**config.mk**
```make
export PLATFORM = sky130hd
export DESIGN_NAME = rpc_cordic_cell
export DESIGN_NICKNAME = d
export VERILOG_FILES = /design/src/design/rpc_pkg.sv /design/src/design/rpc_cordic_cell.sv
export SDC_FILE = /design/constraint.sdc
export NUM_CORES = 1
export LEC_CHECK = 0
export ABC_AREA = 1
export BUFFER_PORTS_ARGS = -buffer_cell sky130_fd_sc_hd__buf_2
export CORE_MARGIN = 2
export CORE_UTILIZATION = 30
export DETAILED_ROUTE_END_ITERATION = 7
export PLACE_DENSITY = 0.45
export REMOVE_ABC_BUFFERS = 1
export SLEW_MARGIN = 15
export SYNTH_ARGS = -nofsm -noshare
export SYNTH_HDL_FRONTEND = slang
export SYNTH_SLANG_ARGS = --single-unit
```
**constraint.sdc**
```tcl
create_clock -name clock -period 5 [get_ports clock]
set_input_delay 1 -clock clock [delete_from_list [all_inputs] [get_ports clock]]
set_output_delay 1 -clock clock [all_outputs]
set_load 0.05 [all_outputs]
```
**src/design/rpc_pkg.sv**
```systemverilog
// ----------------------------------------------------------------------------
// rpc_pkg: shared constants and types for the rectangular/polar converter
// Angle and gain formats, arctangent table, operation codes, stage control.
// ----------------------------------------------------------------------------
package rpc_pkg;

   // result fields are fixed at 20 bits, two's complement
   localparam int RESULT_WIDTH = 20;

   // angles inside the CORDIC are degrees with 16 fraction bits
   localparam int ANGLE_FRAC  = 16;
   localparam int ANGLE_WIDTH = 26;

   // gain compensation K in Q30
   localparam int               GAIN_FRAC   = 30;
   localparam logic [29:0]      CORDIC_GAIN = 30'd652032874;

   localparam int QUARTER_TURN_DEG       = 90;
   localparam int HALF_TURN_DEG          = 180;
   localparam int THREE_QUARTER_TURN_DEG = 270;
   localparam int FULL_TURN_DEG          = 360;

   // atan(2^-i) in degrees, Q16
   localparam int ATAN_TABLE_LEN = 24;
   localparam int ATAN_IDX_WIDTH = $clog2(ATAN_TABLE_LEN);
   localparam logic [21:0] ATAN_DEG_Q16 [ATAN_TABLE_LEN] = '{
      22'd2949120, 22'd1740967, 22'd919879, 22'd466945, 22'd234379, 22'd117304,
      22'd58666,   22'd29335,   22'd14668,  22'd7334,   22'd3667,   22'd1833,
      22'd917,     22'd458,     22'd229,    22'd115,    22'd57,     22'd29,
      22'd14,      22'd7,       22'd4,      22'd2,      22'd1,      22'd0
   };

   typedef enum logic {
      OP_TO_POLAR = 1'b0,
      OP_TO_RECT  = 1'b1
   } operation_type;

   // control travelling alongside each datapath stage
   typedef struct packed {
      logic          valid;
      operation_type mode;
      logic          origin;  // rect->polar at x = y = 0
      logic          flip;    // polar->rect, negate rotated vector
   } rpc_ctrl_type;

endpackage

```
**src/design/rpc_cordic_cell.sv**
```systemverilog
// ----------------------------------------------------------------------------
// rpc_cordic_cell: one CORDIC micro-rotation with its pipeline register
// Vectoring steers on the sign of y, rotation on the sign of z.
// ----------------------------------------------------------------------------
module rpc_cordic_cell import rpc_pkg::*; #(
   parameter int STAGE      = 0,
   parameter int DATA_WIDTH = 43
) (
   input  logic                          clock,
   input  logic                          reset,
   input  rpc_ctrl_type                  up_ctrl,
   input  logic signed [DATA_WIDTH-1:0]  up_x,
   input  logic signed [DATA_WIDTH-1:0]  up_y,
   input  logic signed [ANGLE_WIDTH-1:0] up_z,
   output logic                          up_ready,
   output rpc_ctrl_type                  down_ctrl,
   output logic signed [DATA_WIDTH-1:0]  down_x,
   output logic signed [DATA_WIDTH-1:0]  down_y,
   output logic signed [ANGLE_WIDTH-1:0] down_z,
   input  logic                          down_ready
);

   localparam logic [ATAN_IDX_WIDTH-1:0] TABLE_IDX = ATAN_IDX_WIDTH'(STAGE);
   localparam logic signed [ANGLE_WIDTH-1:0] ATAN_STEP =
      ANGLE_WIDTH'(ATAN_DEG_Q16[TABLE_IDX]);

   rpc_ctrl_type                  ctrl_ff;
   logic signed [DATA_WIDTH-1:0]  x_ff, y_ff, x_in, y_in;
   logic signed [ANGLE_WIDTH-1:0] z_ff, z_in;
   logic signed [DATA_WIDTH-1:0]  dx, dy;
   logic                          ccw;

   assign up_ready = !ctrl_ff.valid || down_ready;

   always_comb begin
      dx  = up_y >>> STAGE;
      dy  = up_x >>> STAGE;
      ccw = (up_ctrl.mode == OP_TO_POLAR) ? up_y[DATA_WIDTH-1] : !up_z[ANGLE_WIDTH-1];
      if (ccw) begin
         x_in = up_x - dx;
         y_in = up_y + dy;
         z_in = up_z - ATAN_STEP;
      end else begin
         x_in = up_x + dx;
         y_in = up_y - dy;
         z_in = up_z + ATAN_STEP;
      end
   end

   always_ff @(posedge clock) begin
      if (reset) begin
         ctrl_ff <= '0;
      end else if (up_ready) begin
         ctrl_ff <= up_ctrl;
      end
      if (up_ready) begin
         x_ff <= x_in;
         y_ff <= y_in;
         z_ff <= z_in;
      end
   end

   assign down_ctrl = ctrl_ff;
   assign down_x    = x_ff;
   assign down_y    = y_ff;
   assign down_z    = z_ff;

endmodule

```
After elaboration in Yosys (flattened, before gate mapping)

Index checks and enable logic that the tools add are counted.

Flip-flop bits (word level): 116
Bits in latches: 0
Bits in writable memories: 0
Bits in read-only memories: 0
Bits of input ports: 119
Logic and storage cells: 19
Memories: 0

Add/sub/neg operators: 5
Multipliers: 0
Div/mod/pow operators: 0
$lt $le $gt $ge: 0
Eq/ne operators: 0
Shift-type cells: 0
Multiplexer cells: 4
Bitwise operators: 0
Reduce and logical (&&, ||, !) cells: 3

Operators with widths:

| kind                   | count |
|---|---|
| $mux 43                | 2 |
| $sub 43x43->43         | 2 |
| $add 43x43->43         | 1 |
| $add 26x23->26 const B | 1 |
| $mux 26                | 1 |
| $sub 26x23->26 const B | 1 |
| $logic_not 1->1        | 2 |
| $logic_or 1x1->1       | 1 |
| $mux 1                 | 1 |

Depth between registers and ports, before layout

Depth after elaboration: 3
Mapped depth: 17
Depth with buffers taken out: 16

Least setup slack after synthesis

Ideal clock, no wire load.

Path type: input to output
From: in down_ready
To: out up_ready
Arrival time: 3.554 ns
Setup slack: 0.446 ns
Stages on the path: 2
Path buffers: 0
Path through: nor2_1 -> inv_1

Word-level cells in the longest chain between the ends: 1

RTL lines:

| item               | line                  | text |
|---|---|---|
| start: declaration | rpc_cordic_cell.sv:20 | `input logic down_ready` |
| $logic_or 1x1->1   | rpc_cordic_cell.sv:33 | `assign up_ready = !ctrl_ff.valid \|\| down_ready;` |
| end: declaration   | rpc_cordic_cell.sv:15 | `output logic up_ready,` |

Every way passes these cells.

Final worst setup path

From: in up_x[0]
To: reg x_ff[20], in the netlist down_x[20], data pin

Word-level cells in the longest chain between the ends: 2

RTL lines:

| item                                             | line                                         | text |
|---|---|---|
| start: declaration                               | rpc_cordic_cell.sv:12                        | `input logic signed [DATA_WIDTH-1:0] up_x,` |
| $add 43x43->43 or $sub 43x43->43 (tied branches) | rpc_cordic_cell.sv:44, rpc_cordic_cell.sv:40 |  |
| $mux 43 (*)                                      | rpc_cordic_cell.sv:39                        | `if (ccw) begin` |
| named net x_in[20]                               | rpc_cordic_cell.sv:28                        | `logic signed [DATA_WIDTH-1:0] x_ff, y_ff, x_in, y_in;` |
| end signal: assignment                           | rpc_cordic_cell.sv:57                        | `x_ff <= x_in;` |
| end: declaration                                 | rpc_cordic_cell.sv:28                        |  |

The timed path passes the listed nets; every way through them passes the cells marked *.
A chain may end at the register's enable or synchronous reset.

==> flow_summary.ini <==
[run_status]
outcome = finished, final reports clean

[min_path]
hold_end = down_ctrl[2]$_SDFFE_PP0P_
holdPathStages = 2
hp-start = down_ctrl[2]$_SDFFE_PP0P_
worstHoldPathType = reg -> reg

[worst_setup_path]
reg2reg_from = down_ctrl[3]$_SDFFE_PP0P_
path_class = in -> reg
r2r-end = down_z[2]$_DFFE_PP_
critPathArrivalTime_ns = 3.70
critPathRequiredTime_ns = 5.16
startpoint_type = input pin
ff2ff_setup_slack_ns = 3.08
worst-r2r-cell-count = 4
endpoint_kind = flop
crit_fanout = 4

[route]
routedWlPerCell_um = 19.6
drt_iter0_markers = 951
drc_errors = 0
via_per_inst = 4.90
routed_wl_mm = 63.0
drtAntennaViolNets = 0
dr.pass1.iters = 5
vias = 15709

[global_route]
grt_pass1_wl_mm = 91.8
busiest_layer = met2
grt_pass1_vias = 15143
overflow = 0
grt_max_degree = 62
grt_use_met1_pct = 33.7
gr-usage-met2_pct = 41.8
track_usage_pct = 25.1
use_met3_pct = 3.32
antenna_found_initial = 0

[timing]
grt_setup_unrepaired = no
period_share_pct = 70.8
fin_crit_ns = 3.54
hold_slack_ns = 0.463
worstMarginPinSlew_ns = 0.794
setup-violations-final = 0
hold_violations = 0
slew_viol_final = 0
finClkSkew_ns = 0.00961
slew_headroom_pct = 47.1
fmax_mhz = 283

[cts]
cts_resized = 0
cts_root_buffer = clkbuf_16
clkSinkCount = 115
cts.path.max_buffers = 2
cts_tree = yes
cts_hold_buf = 0
h-tree-depth = 4
post_cts_buffers = 0
clk_latency_ns = 0.48
cts_buffers = 17
clkTransAtPathRegs_ns = 0.06

[logic_synthesis]
synth_compound_area_share_pct = 10.7
synth_xor_xnor_area_share_pct = 2.18
ys_ff_latch = 115
synth_common_cells = 820 x nand2_1, 410 x inv_1, 219 x nand3_1
syn-cell-area_um2 = 14500
netlist_instances = 2376
synth.most_common_cell = nand2_1
synth_ff_type = edfxtp_1
synth_adder_area_share_pct = 12.1
yosys.area_share.simple_pct = 37.9
synthTopCellsByArea = edfxtp_1 23%, nand2_1 21%, ha_1 12%, inv_1 11%, nand3_1 7.6%
synth_cell_types = 42
synth_top_family_by_area = simple AND/OR/NAND/NOR gates
muxShareOfSynthArea_pct = 0.346
netlist.area_leader.share_pct = 23.0
synth-edff-count = 111
synthArstFlopShare_pct = 0
seq_area_frac_synth_pct = 23.6
syn_avg_cell_area_um2 = 6.09
synth_top_area_cell = edfxtp_1
yosysWarnings = 0

[place]
io_buffers = 235
hpwlAfterDp_mm = 53.9
dpl.cell_count = 3177
gp_congestion = 0.937

[pwr]
ir_drop_v = 0.000156
power.total_mw = 4.93
p_leak_nw = 9.16
p_per_area_nw_per_um2 = 295

[final_layout]
layout-drive-gt1-share_pct = 13.1
nets = 2838
fillers = 5354
diodes = 0
syn_to_final_growth_pct = 15.7
fin_cells = 3209

[floorplan]
pin_count = 236
rows = 80
die_w_um = 224
dieArea_um2 = 50000
start_util_pct = 30.4
core-area_um2 = 47600
dieHeight_um = 224

[job]
drv_cap = 0
[layer usage]
| layer | up-vias | part of all wire [%] |
|---|---|---|
| met5 | - | 0 |
| li1 | 7861 | - |
| met3 | 66 | 3.8 |
| met2 | 416 | 46 |
| met1 | 7366 | 48 |
| met4 | 0 | 2.3 |
[worst max-delay path, cell delays in order]
cell	delay, ns
buf_2	0.11
inv_1	0.04
ha_1	0.29
fa_1	0.61
inv_1	0.30
nand2_1	0.09
nand2_1	0.23
inv_1	0.15
o211ai_2	0.34
nand2_1	0.13
nand2_1	0.08
nand2_1	0.05
nand3_1	0.08
o21ai_0	0.17
[layout by cell type (no fill, tap or decap), types with 2 or more instances in the layout]
master | netlist | layout
a21oi_1 | 150 | 149
a21oi_2 | 4 | 4
a22oi_1 | 4 | 4
and2_1 | 7 | 7
and3_1 | 2 | 2
buf_2 | 20 | 235
buf_4 | 23 | 9
bufinv_16 | 0 | 2
clkbuf_16 | 0 | 17
clkinv_2 | 0 | 3
clkinv_4 | 0 | 3
clkinvlp_4 | 0 | 4
dfxtp_1 | 4 | 4
edfxtp_1 | 111 | 111
fa_1 | 4 | 4
ha_1 | 134 | 134
inv_1 | 410 | 408
inv_2 | 5 | 6
inv_6 | 0 | 3
mux2i_1 | 5 | 5
nand2_1 | 820 | 820
nand2_2 | 12 | 12
nand3_1 | 219 | 219
nand3b_1 | 6 | 6
nand4_1 | 14 | 14
nor2_1 | 206 | 206
nor2_2 | 28 | 28
nor3_1 | 9 | 9
o211ai_1 | 3 | 3
o211ai_2 | 3 | 3
o21a_1 | 2 | 2
o21ai_0 | 72 | 72
o21ai_1 | 6 | 6
o21ai_2 | 6 | 6
o21bai_1 | 24 | 24
o22ai_1 | 3 | 3
or2_1 | 3 | 3
xnor2_1 | 2 | 2
xor2_1 | 34 | 34
[report_power, final]
part / internal, mW / total [mW] / switching [mW]
sequential: 1.27 / 1.32 / 0.0431
combinational: 0.569 / 2.37 / 1.80
clock: 0.732 / 1.25 / 0.515
total: 2.57 / 4.93 / 2.36
[flip-flops by register name, indices dropped and copies added (netlist names)]
register and flops:
down_z 26, down_x 43, down_ctrl 4, down_y 42
[cells by family (layout without fill, tap and decap cells)]
group,Yosys count,in the layout
and+or+nand+nor,1330,1330
muxes,5,5
DFF,115,115
AOI/OAI and AO/OA,279,279
adders and majority gates,138,138
xor gates and xnor gates,36,36
buffers and inverters,473,691
[through the flow]
stage | TNS (ns) | cell area (um2) | setup slack (ns) | util, %
CTS | 0 | 16700 | 1.50 | 35.1
detailed placement | 0 | 16200 | 0.986 | 33.9
finish | 0 | 16700 | 1.46 | 35.1
global route | 0 | 16700 | 1.30 | 35.1
global placement | 0 | 16200 | 0.976 | 33.9
floorplan | -202.39 | 14100 | -3.68 | -
[how the worst max path moves through the flow]
stage | start | to | slack, ns | depth (start not counted)
floorplan | up_ctrl[2] | down_z[23]$_DFFE_PP_ | -3.68 | 10
detailed placement | up_x[0] | down_x[28]$_DFFE_PP_ | 0.99 | 14
global placement | up_x[0] | down_x[28]$_DFFE_PP_ | 0.98 | 14
global route | up_x[0] | down_x[24]$_DFFE_PP_ | 1.30 | 16
CTS | up_x[0] | down_x[28]$_DFFE_PP_ | 1.50 | 14
finish | up_x[0] | down_x[20]$_DFFE_PP_ | 1.46 | 14
[area by class of cell]
class                           count  area (um2)  area share (%)
Inverter                          415        1560            9.32
Clock buffer                       17         425            2.54
Multi-Input combinational cell   1788        9170            54.8
Sequential cell                   115        3410            20.4
Tap cell                          615         769            4.60
Clock inverter                     15         158           0.942
Timing Repair Buffer              244        1240            7.43
Power figures use the tool's default switching activity.
