### src/design/rpc_pkg.sv
// ----------------------------------------------------------------------------
// rpc_pkg: shared constants and types for the rectangular/polar converter
// Angle and gain formats, arctangent table, operation codes, stage control.
// ----------------------------------------------------------------------------
package rpc_pkg;

   // result fields are fixed at 20 bits, two's complement
   localparam int RESULT_WIDTH = 20;

   // angles inside the CORDIC are degrees with 16 fraction bits
   localparam int ANGLE_FRAC  = 16;
   localparam int ANGLE_WIDTH = 26;

   // gain compensation K in Q30
   localparam int               GAIN_FRAC   = 30;
   localparam logic [29:0]      CORDIC_GAIN = 30'd652032874;

   localparam int QUARTER_TURN_DEG       = 90;
   localparam int HALF_TURN_DEG          = 180;
   localparam int THREE_QUARTER_TURN_DEG = 270;
   localparam int FULL_TURN_DEG          = 360;

   // atan(2^-i) in degrees, Q16
   localparam int ATAN_TABLE_LEN = 24;
   localparam int ATAN_IDX_WIDTH = $clog2(ATAN_TABLE_LEN);
   localparam logic [21:0] ATAN_DEG_Q16 [ATAN_TABLE_LEN] = '{
      22'd2949120, 22'd1740967, 22'd919879, 22'd466945, 22'd234379, 22'd117304,
      22'd58666,   22'd29335,   22'd14668,  22'd7334,   22'd3667,   22'd1833,
      22'd917,     22'd458,     22'd229,    22'd115,    22'd57,     22'd29,
      22'd14,      22'd7,       22'd4,      22'd2,      22'd1,      22'd0
   };

   typedef enum logic {
      OP_TO_POLAR = 1'b0,
      OP_TO_RECT  = 1'b1
   } operation_type;

   // control travelling alongside each datapath stage
   typedef struct packed {
      logic          valid;
      operation_type mode;
      logic          origin;  // rect->polar at x = y = 0
      logic          flip;    // polar->rect, negate rotated vector
   } rpc_ctrl_type;

endpackage

### src/design/rpc_prep.sv
// ----------------------------------------------------------------------------
// rpc_prep: operand conditioning ahead of the CORDIC chain
// Angle reduction modulo 360, quadrant fold, radius scaling, half-plane turn.
// ----------------------------------------------------------------------------
module rpc_prep import rpc_pkg::*; #(
   parameter int OPERAND_WIDTH = 11,
   parameter int DATA_WIDTH    = 43
) (
   input  logic                            clock,
   input  logic                            reset,
   input  logic                            in_valid,
   output logic                            in_ready,
   input  logic                            in_operation,
   input  logic signed [OPERAND_WIDTH-1:0] in_first,
   input  logic signed [OPERAND_WIDTH-1:0] in_second,
   output rpc_ctrl_type                    out_ctrl,
   output logic signed [DATA_WIDTH-1:0]    out_x,
   output logic signed [DATA_WIDTH-1:0]    out_y,
   output logic signed [ANGLE_WIDTH-1:0]   out_z,
   input  logic                            out_ready
);

   localparam int OW = OPERAND_WIDTH;
   localparam int DW = DATA_WIDTH;
   // reciprocal of 360; quotient may come out one low, fixed in stage 2
   localparam int RECIP_SHIFT = OW + 9;
   localparam int RECIP       = (2 ** RECIP_SHIFT) / FULL_TURN_DEG;
   localparam int RW          = $clog2(RECIP + 1);
   localparam logic [RW-1:0] RECIP_W = RW'(RECIP);
   localparam int MW    = OW + 2;
   localparam int DEG_W = 9;
   localparam int RADIUS_W = OW + GAIN_FRAC - 1;

   localparam logic signed [DEG_W:0] DEG_QUARTER = (DEG_W + 1)'(QUARTER_TURN_DEG);
   localparam logic signed [DEG_W:0] DEG_THREE_Q = (DEG_W + 1)'(THREE_QUARTER_TURN_DEG);
   localparam logic signed [DEG_W:0] DEG_HALF    = (DEG_W + 1)'(HALF_TURN_DEG);
   localparam logic signed [DEG_W:0] DEG_FULL    = (DEG_W + 1)'(FULL_TURN_DEG);
   localparam logic signed [ANGLE_WIDTH-1:0] Z_HALF_TURN =
      ANGLE_WIDTH'(HALF_TURN_DEG * (2 ** ANGLE_FRAC));

   // stage 1: magnitude of angle and estimated quotient
   logic                   s1_valid_ff;
   logic                   s1_ready;
   logic                   s1_op_ff;
   logic signed [OW-1:0]   s1_first_ff;
   logic signed [OW-1:0]   s1_second_ff;
   logic                   s1_neg_ff;
   logic [OW-1:0]          s1_mag_ff;
   logic [OW-1:0]          s1_quot_ff;
   logic [OW-1:0]          mag_in;
   logic [OW+RW-1:0]       scaled;
   logic [OW-1:0]          quot_in;

   // stage 2: angle reduced into 0..359
   logic                   s2_valid_ff;
   logic                   s2_ready;
   logic                   s2_op_ff;
   logic signed [OW-1:0]   s2_first_ff;
   logic signed [OW-1:0]   s2_second_ff;
   logic [DEG_W-1:0]       s2_deg_ff;
   logic [MW-1:0]          rem_raw;
   logic [MW-1:0]          rem_fix;
   logic [DEG_W-1:0]       deg_in;

   // stage 3: initial CORDIC vector
   rpc_ctrl_type           s3_ctrl_ff;
   rpc_ctrl_type           ctrl_in;
   logic                   s3_ready;
   logic signed [DW-1:0]   s3_x_ff, s3_y_ff;
   logic signed [ANGLE_WIDTH-1:0] s3_z_ff;
   logic signed [DW-1:0]   x_in, y_in;
   logic signed [ANGLE_WIDTH-1:0] z_in;
   logic signed [DW-1:0]   x_scaled;
   logic [OW-2:0]          radius;
   logic [RADIUS_W-1:0]    rot_mag;
   logic signed [DEG_W:0]  deg_s;
   logic signed [DEG_W:0]  deg_f;
   logic                   flip;

   assign s3_ready = !s3_ctrl_ff.valid || out_ready;
   assign s2_ready = !s2_valid_ff || s3_ready;
   assign s1_ready = !s1_valid_ff || s2_ready;
   assign in_ready = s1_ready;

   assign mag_in  = in_second[OW-1] ? $unsigned(-in_second) : $unsigned(in_second);
   assign scaled  = (OW + RW)'(mag_in) * (OW + RW)'(RECIP_W);
   assign quot_in = OW'(scaled >> RECIP_SHIFT);

   always_ff @(posedge clock) begin
      if (reset) begin
         s1_valid_ff <= 1'b0;
      end else if (s1_ready) begin
         s1_valid_ff <= in_valid;
      end
      if (s1_ready) begin
         s1_op_ff     <= in_operation;
         s1_first_ff  <= in_first;
         s1_second_ff <= in_second;
         s1_neg_ff    <= in_second[OW-1];
         s1_mag_ff    <= mag_in;
         s1_quot_ff   <= quot_in;
      end
   end

   always_comb begin
      rem_raw = MW'(s1_mag_ff) - MW'(s1_quot_ff) * MW'(FULL_TURN_DEG);
      rem_fix = (rem_raw >= MW'(FULL_TURN_DEG)) ? rem_raw - MW'(FULL_TURN_DEG) : rem_raw;
      // negative angles: C-style remainder then lift into 0..359
      if (s1_neg_ff && (rem_fix != '0)) begin
         deg_in = DEG_W'(MW'(FULL_TURN_DEG) - rem_fix);
      end else begin
         deg_in = DEG_W'(rem_fix);
      end
   end

   always_ff @(posedge clock) begin
      if (reset) begin
         s2_valid_ff <= 1'b0;
      end else if (s2_ready) begin
         s2_valid_ff <= s1_valid_ff;
      end
      if (s2_ready) begin
         s2_op_ff     <= s1_op_ff;
         s2_first_ff  <= s1_first_ff;
         s2_second_ff <= s1_second_ff;
         s2_deg_ff    <= deg_in;
      end
   end

   always_comb begin
      // quadrant fold into -90..90
      deg_s = $signed({1'b0, s2_deg_ff});
      flip  = 1'b0;
      if ((deg_s > DEG_QUARTER) && (deg_s <= DEG_THREE_Q)) begin
         deg_f = deg_s - DEG_HALF;
         flip  = 1'b1;
      end else if (deg_s > DEG_THREE_Q) begin
         deg_f = deg_s - DEG_FULL;
      end else begin
         deg_f = deg_s;
      end

      radius   = s2_first_ff[OW-1] ? '0 : s2_first_ff[OW-2:0];
      rot_mag  = RADIUS_W'(radius) * RADIUS_W'(CORDIC_GAIN);
      x_scaled = DW'(s2_first_ff) <<< ANGLE_FRAC;

      ctrl_in.valid  = s2_valid_ff;
      ctrl_in.mode   = operation_type'(s2_op_ff);
      ctrl_in.origin = 1'b0;
      ctrl_in.flip   = 1'b0;

      if (ctrl_in.mode == OP_TO_RECT) begin
         x_in         = DW'($signed({1'b0, rot_mag}));
         y_in         = '0;
         z_in         = ANGLE_WIDTH'(deg_f) <<< ANGLE_FRAC;
         ctrl_in.flip = flip;
      end else begin
         ctrl_in.origin = (s2_first_ff == '0) && (s2_second_ff == '0);
         y_in           = DW'(s2_second_ff) <<< ANGLE_FRAC;
         // left half plane: turn by 180 degrees first
         if (s2_first_ff[OW-1]) begin
            x_in = -x_scaled;
            y_in = -y_in;
            z_in = Z_HALF_TURN;
         end else begin
            x_in = x_scaled;
            z_in = '0;
         end
      end
   end

   always_ff @(posedge clock) begin
      if (reset) begin
         s3_ctrl_ff <= '0;
      end else if (s3_ready) begin
         s3_ctrl_ff <= ctrl_in;
      end
      if (s3_ready) begin
         s3_x_ff <= x_in;
         s3_y_ff <= y_in;
         s3_z_ff <= z_in;
      end
   end

   assign out_ctrl = s3_ctrl_ff;
   assign out_x    = s3_x_ff;
   assign out_y    = s3_y_ff;
   assign out_z    = s3_z_ff;

endmodule

### config.mk
export PLATFORM = sky130hd
export DESIGN_NAME = rpc_prep
export DESIGN_NICKNAME = d
export VERILOG_FILES = /design/src/design/rpc_pkg.sv /design/src/design/rpc_prep.sv
export SDC_FILE = /design/constraint.sdc
export NUM_CORES = 1
export LEC_CHECK = 0
export BUFFER_PORTS_ARGS = -buffer_cell sky130_fd_sc_hd__clkbuf_2
export CELL_PAD_IN_SITES_DETAIL_PLACEMENT = 1
export CELL_PAD_IN_SITES_GLOBAL_PLACEMENT = 2
export CORE_MARGIN = 2
export CORE_UTILIZATION = 40
export DETAILED_ROUTE_END_ITERATION = 10
export PLACE_DENSITY_LB_ADDON = 0.1
export SYNTH_ARGS = -nofsm -noshare
export SYNTH_HDL_FRONTEND = slang
export SYNTH_SLANG_ARGS = --single-unit
### constraint.sdc
create_clock -name clock -period 8.1 [get_ports clock]
set_input_delay 2.43 -clock clock [delete_from_list [all_inputs] [get_ports clock]]
set_output_delay 2.43 -clock clock [all_outputs]
set_load 0.02 [all_outputs]
# Word level (Yosys, flattened, before mapping)

Cells that the tools add are included.

Output and inout bits: 117
Register bits: 188
Bits of input ports: 27
Logic and storage cells: 65

Muxes and demuxes: 14
Reduce and logical (&&, ||, !) cells: 13
Multiply operators: 3
Add/sub/neg operators: 8
Bitwise gates (word level): 1
Magnitude comparators: 4

Operators with widths:

| kind                                                                                  | number |
|---|---|
| 27-bit negator with 43-bit output                                                     | 2 |
| 40-bit two-way mux                                                                    | 2 |
| 43-bit two-way mux                                                                    | 1 |
| 10-bit by 29-bit multiplier with 39-bit output (second input constant)                | 1 |
| 10-bit two-way mux                                                                    | 3 |
| 26-bit two-way mux                                                                    | 1 |
| 24-bit two-way mux                                                                    | 1 |
| 11-bit zero test                                                                      | 2 |
| 11-bit by 7-bit multiplier with 18-bit output (second input constant)                 | 1 |
| 13-bit by 9-bit greater-or-equal comparator with 1-bit output (second input constant) | 1 |
| 13-bit two-way mux                                                                    | 1 |
| 13-bit nonzero test                                                                   | 1 |
| 11-bit by 12-bit subtractor with 13-bit output                                        | 1 |
| 13-bit by 9-bit subtractor with 13-bit output (second input constant)                 | 1 |
| 11-bit two-way mux                                                                    | 1 |
| 11-bit negator                                                                        | 1 |
| 9-bit by 8-bit subtractor with 10-bit output (second input constant)                  | 1 |
| 9-bit by 9-bit subtractor with 10-bit output (second input constant)                  | 1 |
| 9-bit by 7-bit > comparator with 1-bit output (second input constant)                 | 1 |
| 9-bit > comparator (second input constant)                                            | 1 |
| 9-bit <= comparator (second input constant)                                           | 1 |
| 3-bit by 6-bit multiplier with 9-bit output (second input constant)                   | 1 |
| 9-bit two-way mux                                                                     | 1 |
| 9-bit subtractor (first input constant)                                               | 1 |
| 6 further kinds                                                                       | 14 |

# Longest topological paths before layout

Depth in word-level cells: 7
Depth in mapped cells: 26
Depth with buffers taken out: 25

# Least setup slack after synthesis

OpenSTA, ideal clock, no wires.

Kind: input-to-reg
Start: in in_second[1]
End: reg s1_quot_ff[2], data pin
Stages on the path: 18
Buffers on the path: 0
Arrival time: 7.001 ns
Library setup time: 0.258 ns
Setup slack: 0.841 ns
Data required time: 7.842 ns
Cells stage by stage: or3_1 -> or4_1 -> o21ai_0 -> xnor2_1 -> ha_1 -> fa_1 -> fa_1 -> fa_1 -> ha_1 -> o21a_1 -> o21a_1 -> o21ai_0 -> a21oi_1 -> a31o_2 -> and2_1 -> o21a_1 -> nor2_1 -> xnor2_1

Cells in the longest elaborated chain, start to end: 3

Ends and longest elaborated chain:

| what                                          | RTL line        | RTL |
|---|---|---|
| start: declaration                            | rpc_prep.sv:15  | `input logic signed [OPERAND_WIDTH-1:0] in_second,` |
| 11-bit negator                                | rpc_prep.sv:85  | `assign mag_in = in_second[OW-1] ? $unsigned(-in_second) : $unsigned(in_second);` |
| 11-bit two-way mux                            | rpc_prep.sv:85  |  |
| named net mag_in[7]                           | rpc_prep.sv:50  | `logic [OW-1:0] mag_in;` |
| 11-bit by 7-bit multiplier with 18-bit output | rpc_prep.sv:86  | `assign scaled = (OW + RW)'(mag_in) * (OW + RW)'(RECIP_W);` |
| named net scaled[22]                          | rpc_prep.sv:51  | `logic [OW+RW-1:0] scaled;` |
| end signal: assignment                        | rpc_prep.sv:101 | `s1_quot_ff <= quot_in;` |
| end: declaration                              | rpc_prep.sv:49  | `logic [OW-1:0] s1_quot_ff;` |

The timed path passes the listed nets, and every way through them passes these cells.
A chain may end at the register's enable or synchronous reset.

# Worst setup path after layout

Start: in in_second[0]
End: reg s1_quot_ff[2], data pin

Same word-level chain as after synthesis.

==> impl_metrics.csv <==
group,metric,value,unit
status,status,"finished, final reports clean",
finish,layout.nets,1700,
synthesis,synth_cell_types,84,
hold_path,hp-class,"register to register",
worst_setup_path,max_stage_delay,0.58,ns
synthesis,synth_seq_cells,149,
worst_setup_path,crit_chain,"clkbuf_2 > or3_1 > or4_1 > o21ai_0 > xnor2_1 > ha_1 > fa_1 > fa_1 > fa_1 > ha_1 > o21a_1 > o21a_1 > o21ai_0 > a21oi_1 > a31o_2 > and2_1 > o21a_1 > nor2_1 > xnor2_1",
die,initial_core_util,40.7,%
finish,area_growth,11.7,%
synthesis,yosysSeqAreaShare,32.3,%
placed_design,post-place-ws,0.379,ns
clock_network,clock-root-buffer,"clkbuf_16",
clock_network,clock_sinks,149,
die,die_w,189,um
placed_design,gp_congestion,0.839,
route,drcViolationCount,0,
grt,antenna_found_initial,0,
die,io-pin-count,144,
clock_network,clk_pin_slew,0.08,ns
clock_network,clockBufferDepth,2,
worst_setup_path,crit_path_end_kind,"register",
sta,layout_min_cycle_time,7.25,ns
die,die-area,0.0357,mm2
route,viasPerCell,4.94,
sta,worst_slew_pin_slew,1.07,ns
synthesis,yosysWarnings,0,
finish,final_common_cell,"inv_1",
synthesis,syn_avg_cell_area,10.7,um2
pwr,total_power,0.00522,W
finish,num-fill-cells,3741,
finish,diodes,0,
sta,relSlewSlack,28.4,%
clock_network,cts_resized,0,
die,core,0.0336,mm2
sta,report.final.hold_viol_count,0,
clock_network,ctsHoldBuffers,0,
grt,grt_first_pass_wirelength,54600,um
finish,final_cell_mix,"inv_1, ha_1, edfxtp_1, fa_1, clkbuf_2",
finish,drive_above_1_share,13.5,%
synthesis,synthCells,1279,
clock_network,cts_buffers,17,
route,wire_per_inst,18.1,um
clock_network,cts_setup_buffers,0,
sta,fmax,138,MHz
grt,grt.overflow.total,0,
placed_design,hpwl,27300,um
clock_network,cts_tree,"done",
synthesis,synth_area,0.0137,mm2
die,dieHeight,189,um
pwr,leakage,7.44,nW
sta,setup_viol,0,
sta,clock_skew,0.0171,ns
worst_setup_path,worstPathRequired,8.30,ns
die,num_rows,67,
clock_network,worstSkewPairLatency,0.44,ns
sta,worst_slack,0.851,ns
synthesis,ys.flop_type,"edfxtp_1",
pwr,power.density,341,mW/mm2
sta,final_max_slew_viol_count,0,
route,wl,33500,um
worst_setup_path,path_max_fanout,6,
sta,period_share,89.5,%
route,ant_nets,0,
worst_setup_path,crit_path_top_delay_cell,"fa_1",
route,num_vias,9171,
route,drt_iter0_markers,361,
clock_network,cts-htree-levels,4,
synthesis,synth_edf_count,143,
grt,track_usage,19.9,%
sta,rsz0062_at_grt,"no",
sta,setup_tns,0,ns
worst_setup_path,worstSetupStartpointType,"input port",
placed_design,port_buffers,110,
grt,first_global_vias,9732,
sta,timing.hold.ws,0.420,ns
route,drtPass1Iterations,4,
flow_run,cap_violations,0,
worst_setup_path,critPathArrivalTime,7.45,ns
worst_setup_path,critPathKind,"input port to register",
pwr,ir_drop,0.176,mV
grt,grt_max_degree,90,
synthesis,ys_async_sr_fraction,0,%
[through the flow]
stage	area [um2]	util, %	std cells
after floorplan	13800	-	1314
after global routing	15300	45.5	1855
final	15300	45.5	1855
after detailed placement	14600	43.5	1823
after CTS	15300	45.5	1855
after global placement	14600	43.5	1823
[synth_stat cells (9+ instances only)]
cell type,count,share of area [%]
nand2b_1,21,0.96
xnor2_1,45,2.9
ha_1,164,15
fa_1,115,17
and2_1,31,1.4
nor2b_1,23,1.1
inv_1,210,5.8
and3_1,9,0.41
o21ai_0,32,1.2
nand3_1,11,0.40
xor2_1,33,2.1
nor3_1,13,0.48
nor2_1,59,1.6
nand2_1,58,1.6
buf_4,36,2.0
a21oi_1,66,2.4
a21o_1,26,1.4
o21a_1,10,0.55
edfxtp_1,143,31
clkbuf_1,22,0.60
[logic make-up (layout without fill, tap and decap cells)]
| logic type | Yosys count | count (layout) | share of synthesized area (%) |
|---|---|---|---|
| xor gates and xnor gates | 80 | 80 | 5.23 |
| AOI/OAI and AO/OA | 219 | 219 | 10.9 |
| and+or+nand+nor | 268 | 268 | 10.3 |
| muxes | 10 | 10 | 0.750 |
| DFF | 149 | 149 | 32.3 |
| adders and majority gates | 279 | 279 | 31.8 |
| buffers and inverters | 273 | 366 | 8.59 |
| other | 1 | 36 | 0.0274 |
[cell type report]
class	count	area (um2)	area share (%)
clock buffers	17	425	2.78
clock inverters	15	216	1.42
inverters	211	793	5.19
multi-input cells	892	8220	53.8
flip-flops and latches	149	4410	28.9
well taps	448	561	3.67
repair buffers	123	648	4.24
[routing by layer]
layer  up-vias  global-route usage [%]  routed length (um)
met2       140                    31.6               15200
li1       4519                       -                   -
met3        15                    3.04                1210
met5         -                       0                   0
met4         0                    4.12                 271
met1      4497                    28.9               16800
[worst max-delay path, delay by kind of cell]
kind / cells / cell delay, ns
adder cells (fa/ha/maj): 5 / 2.15
AND/OR/NAND/NOR: 4 / 1.13
buffers and inverters: 1 / 0.13
AO/OA/AOI/OAI: 7 / 1.24
XOR/XNOR: 2 / 0.37
[flip-flops by register name, summed over array words and instances, names as in the netlist]
register and flops:
s1_second_ff 11, s1_valid_ff 1, s2_valid_ff 1, s2_first_ff 11, out_ctrl 4, s1_op_ff 1, s2_deg_ff 8, s1_first_ff 11
s1_mag_ff 10, s2_op_ff 1, s2_second_ff 11, out_y 24, out_z 10, s1_quot_ff 3, out_x 42
[path summary, 6_finish.rpt]
| kind | startpoint | end | slack, ns | depth (start not counted) |
|---|---|---|---|---|
| max | in_second[0] | s1_quot_ff[2] | 0.85 | 19 |
| min | s1_first_ff[4] | s2_first_ff[4] | 0.42 | 0 |
| max reg2reg | s2_first_ff[10] | out_x[38] | 0.93 | 21 |
| min reg2reg | s1_first_ff[4] | s2_first_ff[4] | 0.42 | 0 |
[power breakdown]
group          internal (W)  switching [W]  leakage, nW
Combinational       0.00131        0.00187         5.50
Clock              0.000502       0.000370        0.311
Sequential          0.00107      0.0000906         1.62
No activity file was read; power rests on OpenSTA's default activity.
