[src/design/rpc_pkg.sv]
// ----------------------------------------------------------------------------
// rpc_pkg: shared constants and types for the rectangular/polar converter
// Angle and gain formats, arctangent table, operation codes, stage control.
// ----------------------------------------------------------------------------
package rpc_pkg;

   // result fields are fixed at 20 bits, two's complement
   localparam int RESULT_WIDTH = 20;

   // angles inside the CORDIC are degrees with 16 fraction bits
   localparam int ANGLE_FRAC  = 16;
   localparam int ANGLE_WIDTH = 26;

   // gain compensation K in Q30
   localparam int               GAIN_FRAC   = 30;
   localparam logic [29:0]      CORDIC_GAIN = 30'd652032874;

   localparam int QUARTER_TURN_DEG       = 90;
   localparam int HALF_TURN_DEG          = 180;
   localparam int THREE_QUARTER_TURN_DEG = 270;
   localparam int FULL_TURN_DEG          = 360;

   // atan(2^-i) in degrees, Q16
   localparam int ATAN_TABLE_LEN = 24;
   localparam int ATAN_IDX_WIDTH = $clog2(ATAN_TABLE_LEN);
   localparam logic [21:0] ATAN_DEG_Q16 [ATAN_TABLE_LEN] = '{
      22'd2949120, 22'd1740967, 22'd919879, 22'd466945, 22'd234379, 22'd117304,
      22'd58666,   22'd29335,   22'd14668,  22'd7334,   22'd3667,   22'd1833,
      22'd917,     22'd458,     22'd229,    22'd115,    22'd57,     22'd29,
      22'd14,      22'd7,       22'd4,      22'd2,      22'd1,      22'd0
   };

   typedef enum logic {
      OP_TO_POLAR = 1'b0,
      OP_TO_RECT  = 1'b1
   } operation_type;

   // control travelling alongside each datapath stage
   typedef struct packed {
      logic          valid;
      operation_type mode;
      logic          origin;  // rect->polar at x = y = 0
      logic          flip;    // polar->rect, negate rotated vector
   } rpc_ctrl_type;

endpackage

[src/design/rpc_post.sv]
// ----------------------------------------------------------------------------
// rpc_post: gain compensation, rounding and output register
// Radius scaled by K, angle wrapped into 0 to under 360, vector negated on fold.
// ----------------------------------------------------------------------------
module rpc_post import rpc_pkg::*; #(
   parameter int OPERAND_WIDTH = 11,
   parameter int DATA_WIDTH    = 43,
   parameter int FRACTION_BITS = 8
) (
   input  logic                            clock,
   input  logic                            reset,
   input  rpc_ctrl_type                    up_ctrl,
   input  logic signed [DATA_WIDTH-1:0]    up_x,
   input  logic signed [DATA_WIDTH-1:0]    up_y,
   input  logic signed [ANGLE_WIDTH-1:0]   up_z,
   output logic                            up_ready,
   output logic                            out_valid,
   output logic signed [RESULT_WIDTH-1:0]  out_first,
   output logic signed [RESULT_WIDTH-1:0]  out_second,
   input  logic                            out_ready
);

   localparam int DW = DATA_WIDTH;
   // vectoring x fits well inside this width
   localparam int VW = OPERAND_WIDTH + ANGLE_FRAC + 3;
   localparam int PW = VW + GAIN_FRAC + 1;
   localparam int AW = ANGLE_WIDTH + 2;

   localparam int RAD_SHIFT = ANGLE_FRAC + GAIN_FRAC - FRACTION_BITS;
   localparam int ROT_SHIFT = GAIN_FRAC - FRACTION_BITS;
   localparam int ANG_SHIFT = ANGLE_FRAC - FRACTION_BITS;
   localparam int ANG_HALF  = (2 ** ANG_SHIFT) / 2;

   localparam logic signed [PW-1:0] RAD_HALF   = PW'(1) <<< (RAD_SHIFT - 1);
   localparam logic signed [DW-1:0] ROT_HALF   = DW'(1) <<< (ROT_SHIFT - 1);
   localparam logic signed [AW-1:0] ANG_HALF_S = AW'(ANG_HALF);
   localparam logic signed [AW-1:0] FULL_ANG   = AW'(FULL_TURN_DEG) <<< FRACTION_BITS;

   rpc_ctrl_type                  q1_ctrl_ff;
   logic                          q1_ready;
   logic signed [PW-1:0]          q1_prod_ff, prod_in;
   logic signed [DW-1:0]          q1_x_ff, q1_y_ff;
   logic signed [ANGLE_WIDTH-1:0] q1_z_ff;

   logic                          q2_valid_ff;
   logic signed [RESULT_WIDTH-1:0] q2_first_ff, q2_second_ff;
   logic signed [RESULT_WIDTH-1:0] first_in, second_in;
   logic signed [PW-1:0]          rad_sum;
   logic signed [AW-1:0]          ang;
   logic signed [DW-1:0]          x_fl, y_fl, x_sum, y_sum;

   assign q1_ready = !q2_valid_ff || out_ready;
   assign up_ready = !q1_ctrl_ff.valid || q1_ready;

   assign prod_in = PW'($signed(up_x[VW-1:0])) * PW'($signed({1'b0, CORDIC_GAIN}));

   always_ff @(posedge clock) begin
      if (reset) begin
         q1_ctrl_ff <= '0;
      end else if (up_ready) begin
         q1_ctrl_ff <= up_ctrl;
      end
      if (up_ready) begin
         q1_prod_ff <= prod_in;
         q1_x_ff    <= up_x;
         q1_y_ff    <= up_y;
         q1_z_ff    <= up_z;
      end
   end

   always_comb begin
      rad_sum = (q1_prod_ff + RAD_HALF) >>> RAD_SHIFT;

      ang = (AW'(q1_z_ff) + ANG_HALF_S) >>> ANG_SHIFT;
      if (ang < 0) begin
         ang = ang + FULL_ANG;
      end
      if (ang >= FULL_ANG) begin
         ang = ang - FULL_ANG;
      end

      x_fl  = q1_ctrl_ff.flip ? -q1_x_ff : q1_x_ff;
      y_fl  = q1_ctrl_ff.flip ? -q1_y_ff : q1_y_ff;
      x_sum = (x_fl + ROT_HALF) >>> ROT_SHIFT;
      y_sum = (y_fl + ROT_HALF) >>> ROT_SHIFT;

      if (q1_ctrl_ff.mode == OP_TO_RECT) begin
         first_in  = RESULT_WIDTH'(x_sum);
         second_in = RESULT_WIDTH'(y_sum);
      end else if (q1_ctrl_ff.origin) begin
         first_in  = '0;
         second_in = '0;
      end else begin
         first_in  = RESULT_WIDTH'(rad_sum);
         second_in = RESULT_WIDTH'(ang);
      end
   end

   always_ff @(posedge clock) begin
      if (reset) begin
         q2_valid_ff <= 1'b0;
      end else if (q1_ready) begin
         q2_valid_ff <= q1_ctrl_ff.valid;
      end
      if (q1_ready) begin
         q2_first_ff  <= first_in;
         q2_second_ff <= second_in;
      end
   end

   assign out_valid  = q2_valid_ff;
   assign out_first  = q2_first_ff;
   assign out_second = q2_second_ff;

endmodule

[config.mk]
export PLATFORM = sky130hd
export DESIGN_NAME = rpc_post
export DESIGN_NICKNAME = d
export VERILOG_FILES = /design/src/design/rpc_pkg.sv /design/src/design/rpc_post.sv
export SDC_FILE = /design/constraint.sdc
export NUM_CORES = 1
export LEC_CHECK = 0
export BUFFER_PORTS_ARGS = -buffer_cell sky130_fd_sc_hd__buf_2
export CAP_MARGIN = 0
export CORE_UTILIZATION = 40
export CTS_CLUSTER_DIAMETER = 150
export CTS_CLUSTER_SIZE = 12
export DETAILED_ROUTE_END_ITERATION = 7
export PLACE_DENSITY_LB_ADDON = 0.3
export SYNTH_ARGS = -nofsm -noshare
export SYNTH_HDL_FRONTEND = slang
export SYNTH_SLANG_ARGS = --single-unit
[constraint.sdc]
create_clock -name clock -period 10.95 [get_ports clock]
set_input_delay 2.19 -clock clock [delete_from_list [all_inputs] [get_ports clock]]
set_output_delay 2.19 -clock clock [all_outputs]
set_load 0.03 [all_outputs]
After elaboration in Yosys (flattened, before gate mapping)
Index checks and enable logic that the tools add are counted.
- add/sub/neg operators: 8
- multiply operators: 1
- magnitude comparators: 2
- multiplexer cells: 8
- reductions and logical operators: 4
- operator list (operator ; number):
    two-way mux 20 bit ; 5
    adder 42 x 23 -> 42 bit, second input constant ; 2
    two-way mux 42 bit ; 2
    negator 42 bit ; 2
    adder 58 x 39 -> 58 bit, second input constant ; 1
    multiplier 30 x 30 -> 57 bit, second input constant ; 1
    greater-or-equal comparator 28 x 18 -> 1 bit, second input constant ; 1
    two-way mux 28 bit ; 1
    adder 26 x 9 -> 27 bit, second input constant ; 1
    adder 19 x 18 -> 20 bit, second input constant ; 1
    subtractor 20 x 18 -> 20 bit, second input constant ; 1
    less-than comparator 19 x 1 -> 1 bit, second input constant ; 1
    logical NOT 1 bit ; 2
    logical OR 1 bit ; 2
- flip-flop bits (word level): 212
- input bits: 119

Depth between registers and ports, before layout
Gate-level depths: netlist of the first run.
- depth in word-level cells: 7
- depth in mapped cells: 29
- gate-level depth less buffers: 28

Least setup slack after synthesis of the first run
Ideal clock, no wire load.
- path kind: input -> register
- start point: in up_x[10]
- end point: reg q1_prod_ff[56], data pin
- arrival: 8.775 ns
- setup slack: 1.914 ns
- stages on the path: 29
- path buffers: 1
- cells stage by stage: ha_1 -> clkbuf_1 -> xnor2_1 -> inv_1 -> ha_1 -> a21oi_1 -> inv_1 -> ha_1 -> inv_1 -> fa_1 -> inv_1 -> fa_1 -> inv_1 -> fa_1 -> inv_1 -> fa_1 -> inv_1 -> fa_1 -> inv_1 -> ha_1 -> nand4_1 -> nor4_1 -> o21ai_0 -> and4b_1 -> o31ai_1 -> a31oi_1 -> o221ai_1 -> nor2_1 -> a311o_1
- longest elaborated chain between the ends: 1
- RTL lines (item ; line ; source):
    start, declared ; rpc_post.sv:13 ; input logic signed [DATA_WIDTH-1:0] up_x,
    multiplier 30 x 30 -> 57 bit ; rpc_post.sv:55 ; assign prod_in = PW'($signed(up_x[VW-1:0])) * PW'($signed({1'b0, CORDIC_GAIN}));
    named net prod_in[56] ; rpc_post.sv:41 ; logic signed [PW-1:0] q1_prod_ff, prod_in;
    end signal, assigned ; rpc_post.sv:64 ; q1_prod_ff <= prod_in;
    end, declared ; rpc_post.sv:41 ;
The timed path passes the listed nets, and every way through them passes these cells.
A chain may end at the register's enable or synchronous reset.

Worst setup path after layout of the first run
- start point: in up_x[8]
- end point: reg q1_prod_ff[56], data pin
The elaborated chain is that of the path after synthesis.

==> metrics.md, run 1 <==
| Metric | Value |
|---|---|
| Outcome | finished clean |
| Antenna Violating Nets Remaining | 0 |
| Layout overhead on the synthesized area | 9.23% |
| I/O pin count | ~160 |
| Crit-path most repeated cell | sky130_fd_sc_hd__fa_1 |
| Portion of the post-synthesis area used by sequential elements | 19.5% |
| Total die area | 65300 sq um |
| Critical Setup Path Class | input pin to flop |
| Number of pins with negative max-slew slack in the final report | 0 |
| Worst reg-to-reg path cell count | 16 |
| Avg Cell Area, Syn | 10.3 sq um |
| Total half-perimeter wirelength after legalization and detailed placement | 57.8 mm |
| DIE WIDTH | 256 microns |
| Port Buffer Count | 151 |
| Sort of element at the end of the critical path | flop |
| Placed insts | 3470 |
| Maximum clock frequency | 103 MHz |
| Number of nets in the final layout | between 3000 and 4000 |
| Share of post-route cells with drive strength above 1 | under 10% |
| Antenna violations before repair | 1 |
| Initial DRC count | 1032 |
| Syn Nets | ~3400 |
| Area fraction of the dominant cell type after synthesis | between 30% and 40% |
| Wirelength, routed | 67.7 mm |
| Maximum clock path buffer count | 2 |
| Hold path startpoint | q1_ctrl_ff[1] |
| Clock tree from TritonCTS | yes |
| Number of instances in the synthesized netlist | 2500 |
| Avg WL per Cell | 19.3 microns |
| Root buffer cell | sky130_fd_sc_hd__clkbuf_16 |
| Class of the worst hold path | flop to flop |
| CP max stage delay | 0.64 ns |
| Synth area leader | sky130_fd_sc_hd__fa_1 |
| Critical Path RT | 11.13 ns |
| Clock Pin Slew Worst Setup and Hold Paths | 0.07 ns |
| Startpoint type of the worst setup path | input pin |
| Critical path peak fanout | 9 |
| Number of synthesized flops with an enable pin | 164 |
| Share of synthesized flip-flops with an asynchronous set or reset | 0% |
| Initial cell density of the core | approximately two fifths |
| DR DRC count | 0 |
| Sinks on the clock net | roughly 170 |
| Clock latency on the worst-skew pair | 0.44 ns |
| Number of hold violations in the final report | 0 |
| Post_cts resized | 0 |
| Weighted congestion at the end of routability-driven global placement | 0.928 |
| TritonRoute pass-1 iters | 6 |
| Transition at the pin with the smallest max-transition slack | 0.950 ns |
| Commonest cells in the netlist | sky130_fd_sc_hd__inv_1, sky130_fd_sc_hd__fa_1, sky130_fd_sc_hd__ha_1, sky130_fd_sc_hd__edfxtp_1, sky130_fd_sc_hd__xnor2_1 |
| CTS hold repair buffers | 0 |
| Final period utilization | 88.9% |
| Startpoint of the most critical setup path | up_x[8] |
| Most common cell in the synthesized netlist | sky130_fd_sc_hd__inv_1 |
| Cell Count, Final, Fillers Out | 3503 |
| Number of levels the H-tree was split into | 4 |
| Grt ovf | 0 |
| Vias per cell | 5.06 |
| Floorplan row count | 92 |
| Largest net degree at the start of global routing | 76 |
| End-of-flow core utilization | 44.4% |
| Number of filler instances in the final layout | just over 6000 |
| Setup TNS Final | 0 ns |
| Vias in the first global route | 18900 |
| Top area cells in the synthesized netlist | sky130_fd_sc_hd__fa_1, sky130_fd_sc_hd__edfxtp_1, sky130_fd_sc_hd__ha_1, sky130_fd_sc_hd__inv_1, sky130_fd_sc_hd__xnor2_1 |
| Die H | about 260 microns |
| Global-route wire length before repair | 107 mm |
| Setup slack, reg-to-reg | 6.35 ns |
| Slowest-stage cell, CP | sky130_fd_sc_hd__ha_1 |
| Tightest slew margin relative to the limit | 36.7% |
| Number of storage elements in the synthesis netlist | 169 |
| Skew final | 0.0102 ns |
| Post-route minimum period | 9.73 ns |
| Setup repair after global routing missed its margin | no |
| Number of warnings reported in the yosys synthesis log | 0 |
| Worst flop-to-flop path endpoint | out_second[17] |
| Unique cell type count in the Yosys netlist | 86 |
| Worst setup path end | q1_prod_ff[56] |
| CORE AREA | approximately 63000 sq um |
| Number of buffers added for setup after CTS | 0 |
| Total CTS buffers | 17 |
| CP arrival | ~9.9 ns |
| Routed vias | 17700 |
| Number of setup violations in the final report | 0 |
| Beginning of the worst register-to-register path | q1_y_ff[14] |
| Global routing usage summed across all routing layers | 21.4% |
| Max-cap violation count | 0 |
| Post-synthesis instance area | between 20000 and 30000 sq um |
| Flip-flop cell with the highest count after synthesis | sky130_fd_sc_hd__edfxtp_1 |
-- critical path, delay by kind of cell --
family,cells,cell delay (ns)
AO/OA/AOI/OAI,7,1.65
adder cells (fa/ha/maj),9,4.35
AND/OR/NAND/NOR,4,0.73
buffers and inverters,6,0.79
XOR/XNOR,1,0.18
-- logic make-up after synthesis --
kind of cell / synth area share, %
AOI/OAI and AO/OA: 7.64
xor gates and xnor gates: 6.46
DFF: 19.5
buffers and inverters: 10.7
and+or+nand+nor: 7.61
adders and majority gates: 48.0
muxes: 0.122
-- area by class of cell --
type / instances / area [sq um] / share of cell area, %
flip-flops and latches: 169 / 5030 / 17.9
repair buffers: 166 / 868 / 3.09
clock buffers: 18 / 429 / 1.53
clock inverters: 14 / 186 / 0.663
inverters: 684 / 2570 / 9.13
multi-input cells: 1605 / 18000 / 63.9
diodes: 1 / 2.50 / 0.00890
well taps: 846 / 1060 / 3.77
-- registers in the layout, indices dropped and copies added, names as in the netlist --
signal      count
out_first      20
out_second     20
out_valid       1
q1_ctrl_ff      4
q1_prod_ff     21
q1_x_ff        42
q1_y_ff        42
q1_z_ff        19
-- layout by cell type, fill, tap and decap left out, drive strengths merged, types with 10 or more instances in the layout --
cell type	Yosys	layout
xnor2	117	117
nor2	57	57
or3	17	17
clkbuf	32	18
nor4	17	17
a21oi	68	68
or2	16	16
xor2	72	72
o21a	10	10
a21o	39	39
edfxtp	164	164
o21ai	90	90
nand2	90	90
nor3	29	29
nand4	30	30
nor2b	16	16
o31ai	10	10
a22o	14	14
inv	683	689
nand3	43	43
ha	332	332
fa	408	408
and3	13	13
buf	10	166
-- metal layers --
layer | vias to the layer above | global-route usage [%] | part of all wire (%)
met3 | 68 | 3.09 | 5.5
met4 | 2 | 4.54 | 1.7
li1 | 8269 | - | -
met2 | 485 | 35.8 | 48
met1 | 8899 | 29.4 | 45
met5 | - | 0 | 0.019
-- worst min path at each step --
stage / slack (ns) / endpoint / cells past startpoint
finish: 0.50 / q1_ctrl_ff[1] / 2
global route: 0.53 / q1_ctrl_ff[1] / 2
CTS: 0.51 / q1_ctrl_ff[1] / 2
detailed placement: 0.50 / q1_ctrl_ff[1] / 2
global placement: 0.49 / q1_ctrl_ff[1] / 2
floorplan: 0.46 / q1_ctrl_ff[1] / 2
-- stage by stage --
step           hold slack (ns)  area, sq um  setup WS [ns]
6_report                 0.502        28100           1.22
5_1_grt                  0.534        28100          0.879
4_1_cts                  0.508        28100           1.26
3_5_place_dp             0.498        27500          0.772
3_3_place_gp             0.488        27500          0.822
2_1_floorplan            0.460        25700           1.91
Power of run 1 is left out: the tool's default activity adds up to more than one toggle a clock period on the data nets, which glitch-free logic cannot reach.
==> run 2, diff against run 1 <==
Settings changed: CORE_UTILIZATION 40 to 25.
==> run 2 against run 1 <==
- clock skew is 0.0036 ns higher
- sequential share of layout area shrank 0.46 points
- global-route usage shrank 7.1 points
- first-iteration DRC count grew 1.8%
- via count shrank 1.6%
- non-clock buffer count rose by 6
- hold slack lost 0.0023 ns
- maximum frequency decreased by 1.7%
- largest cell class unchanged
==> metrics.md, run 2 (synthesis gave the netlist of run 1 again) <==
| Metric | Value |
|---|---|
| Avg WL per Cell | 17.8 microns (-8.0%) |
| Grt ovf | 0 (unchanged) |
| Worst-case hold path end point | q1_ctrl_ff[1] |
| Transition at the pin with the smallest max-transition slack | 1.00 ns (+0.0500 ns) |
| Sort of element at the end of the critical path | flop |
| Leading cell type in the layout, fill and taps excluded | sky130_fd_sc_hd__inv_1 |
| Critical path peak fanout | 9 (unchanged) |
| Antenna violations before repair | 3 (+2) |
| Startpoint type of the worst setup path | input pin |
| Final period utilization | 90.5% (+1.6 points) |
| Setup repair after global routing missed its margin | no |
| Number of levels the H-tree was split into | 4 (unchanged) |
| Clock tree from TritonCTS | yes |
| Beginning of the worst register-to-register path | q1_y_ff[14] |
| Root buffer cell | sky130_fd_sc_hd__clkbuf_16 |
| Sinks on the clock net | 169 (unchanged) |
| Number of cells on the worst hold path | 2 (unchanged) |
| Outcome | finished clean |
| Routed vias | 17400 (-1.6%) |
| Post_cts resized | 0 (unchanged) |
| Critical Path RT | 11.17 ns (+0.04 ns) |
| Vias in the first global route | 18400 (-2.6%) |
| Clock latency on the worst-skew pair | 0.48 ns (+0.04 ns) |
| DIE WIDTH | 323 microns (+26%) |
| Biggest registers after layout | q1_x_ff x42, q1_y_ff x42, q1_prod_ff x21 |
| Total half-perimeter wirelength after legalization and detailed placement | 60.9 mm (+5.4%) |
| Wirelength, routed | 71.7 mm (+5.9%) |
| Skew final | 0.0138 ns (+0.00364 ns) |
| Layout overhead on the synthesized area | 12.1% |
| Class of the worst hold path | flop to flop |
| Most frequent cells in the layout | sky130_fd_sc_hd__inv_1, sky130_fd_sc_hd__fa_1, sky130_fd_sc_hd__ha_1 |
| Maximum clock frequency | 101 MHz (-1.7%) |
| Post-route minimum period | 9.90 ns (+0.173 ns) |
| Setup slack, reg-to-reg | 6.29 ns (-0.06 ns) |
| Maximum clock path buffer count | 2 (unchanged) |
| Weighted congestion at the end of routability-driven global placement | 0.899 (-3.1%) |
| Tightest slew margin relative to the limit | 33.2% (-3.4 points) |
| Largest net degree at the start of global routing | 67 (-12%) |
| Global-route wire length before repair | 110 mm (+2.9%) |
| Number of pins with negative max-slew slack in the final report | 0 (unchanged) |
| Clock Pin Slew Worst Setup and Hold Paths | 0.08 ns (about the same) |
| Slowest-stage cell, CP | sky130_fd_sc_hd__ha_1 |
| Global routing usage summed across all routing layers | 14.3% (-7.1 points) |
| Crit-path most repeated cell | sky130_fd_sc_hd__fa_1 |
| CTS hold repair buffers | 0 (unchanged) |
| Initial cell density of the core | 25.3% (-15 points) |
| Worst reg-to-reg path cell count | 16 (unchanged) |
| CORE AREA | 102000 sq um (+61%) |
| Hold path startpoint | q1_ctrl_ff[1] |
| Total die area | 104000 sq um (+59%) |
| Die H | 323 microns (+26%) |
| Total CTS buffers | 17 (unchanged) |
| Number of nets in the final layout | 3508 (+0.17%) |
| Antenna Violating Nets Remaining | 0 (unchanged) |
| Setup TNS Final | 0 ns (unchanged) |
| Number of hold violations in the final report | 0 (unchanged) |
| Number of buffers added for setup after CTS | 0 (unchanged) |
| Number of filler instances in the final layout | 10800 (+79%) |
| Max-cap violation count | 0 (unchanged) |
| DR DRC count | 0 (unchanged) |
| I/O pin count | 161 (unchanged) |
| Critical Setup Path Class | input pin to flop |
| Worst flop-to-flop path endpoint | out_second[17] |
| Floorplan row count | 117 (+27%) |
| TritonRoute pass-1 iters | 4 (-2) |
| Vias per cell | 4.32 (-15%) |
| Share of post-route cells with drive strength above 1 | 8.87% (+0.32 points) |
| Number of setup violations in the final report | 0 (unchanged) |
| CP arrival | 10.12 ns (+0.21 ns) |
| CP max stage delay | 0.57 ns (-0.07 ns) |
| Initial DRC count | 1051 (+1.8%) |
| Port Buffer Count | 151 (unchanged) |
run 2: metrics by stage:
step	area, sq um	instances	utilization, %	hold WS, ns	worst slack, ns
detailed placement	28200	3998	27.7	0.487	0.624
floorplan	25700	2500	-	0.460	1.91
global route	28800	4031	28.3	0.542	0.662
CTS	28800	4030	28.3	0.500	1.15
global placement	28200	3998	27.7	0.489	0.689
finish	28800	4032	28.3	0.500	1.05
run 2: layout make-up:
cell class	instances	area, sq um	area share (%)
Clock buffer	17	425	1.47
Clock inverter	15	226	0.785
Inverter	684	2570	8.90
Timing Repair Buffer	172	913	3.17
Multi-Input combinational cell	1605	18000	62.3
Antenna cell	2	5.00	0.0174
Tap cell	1368	1710	5.93
Sequential cell	169	5030	17.4
run 2: critical path, delay by kind of cell:
family	cells	cell delay, ns
adder cells (fa/ha/maj)	9	4.21
AO/OA/AOI/OAI	9	2.42
buffers and inverters	5	0.55
XOR/XNOR	1	0.51
AND/OR/NAND/NOR	2	0.21
run 2: worst max path at each step:
stage	startpoint	endpoint	depth (start not counted)
floorplan	up_x[10]	q1_prod_ff[56]	29
global placement	up_x[8]	q1_prod_ff[56]	26
detailed placement	up_x[10]	q1_prod_ff[56]	26
CTS	up_x[10]	q1_prod_ff[56]	26
global route	up_x[10]	q1_prod_ff[56]	26
finish	up_x[10]	q1_prod_ff[56]	26
run 2: metal layers:
layer	routed length [microns]	GRT usage, %
met5	19	0
met4	2030	4.76
met3	2540	1.84
met2	35300	24.5
met1	31800	18.3
Power of run 2 is left out for the same reason.
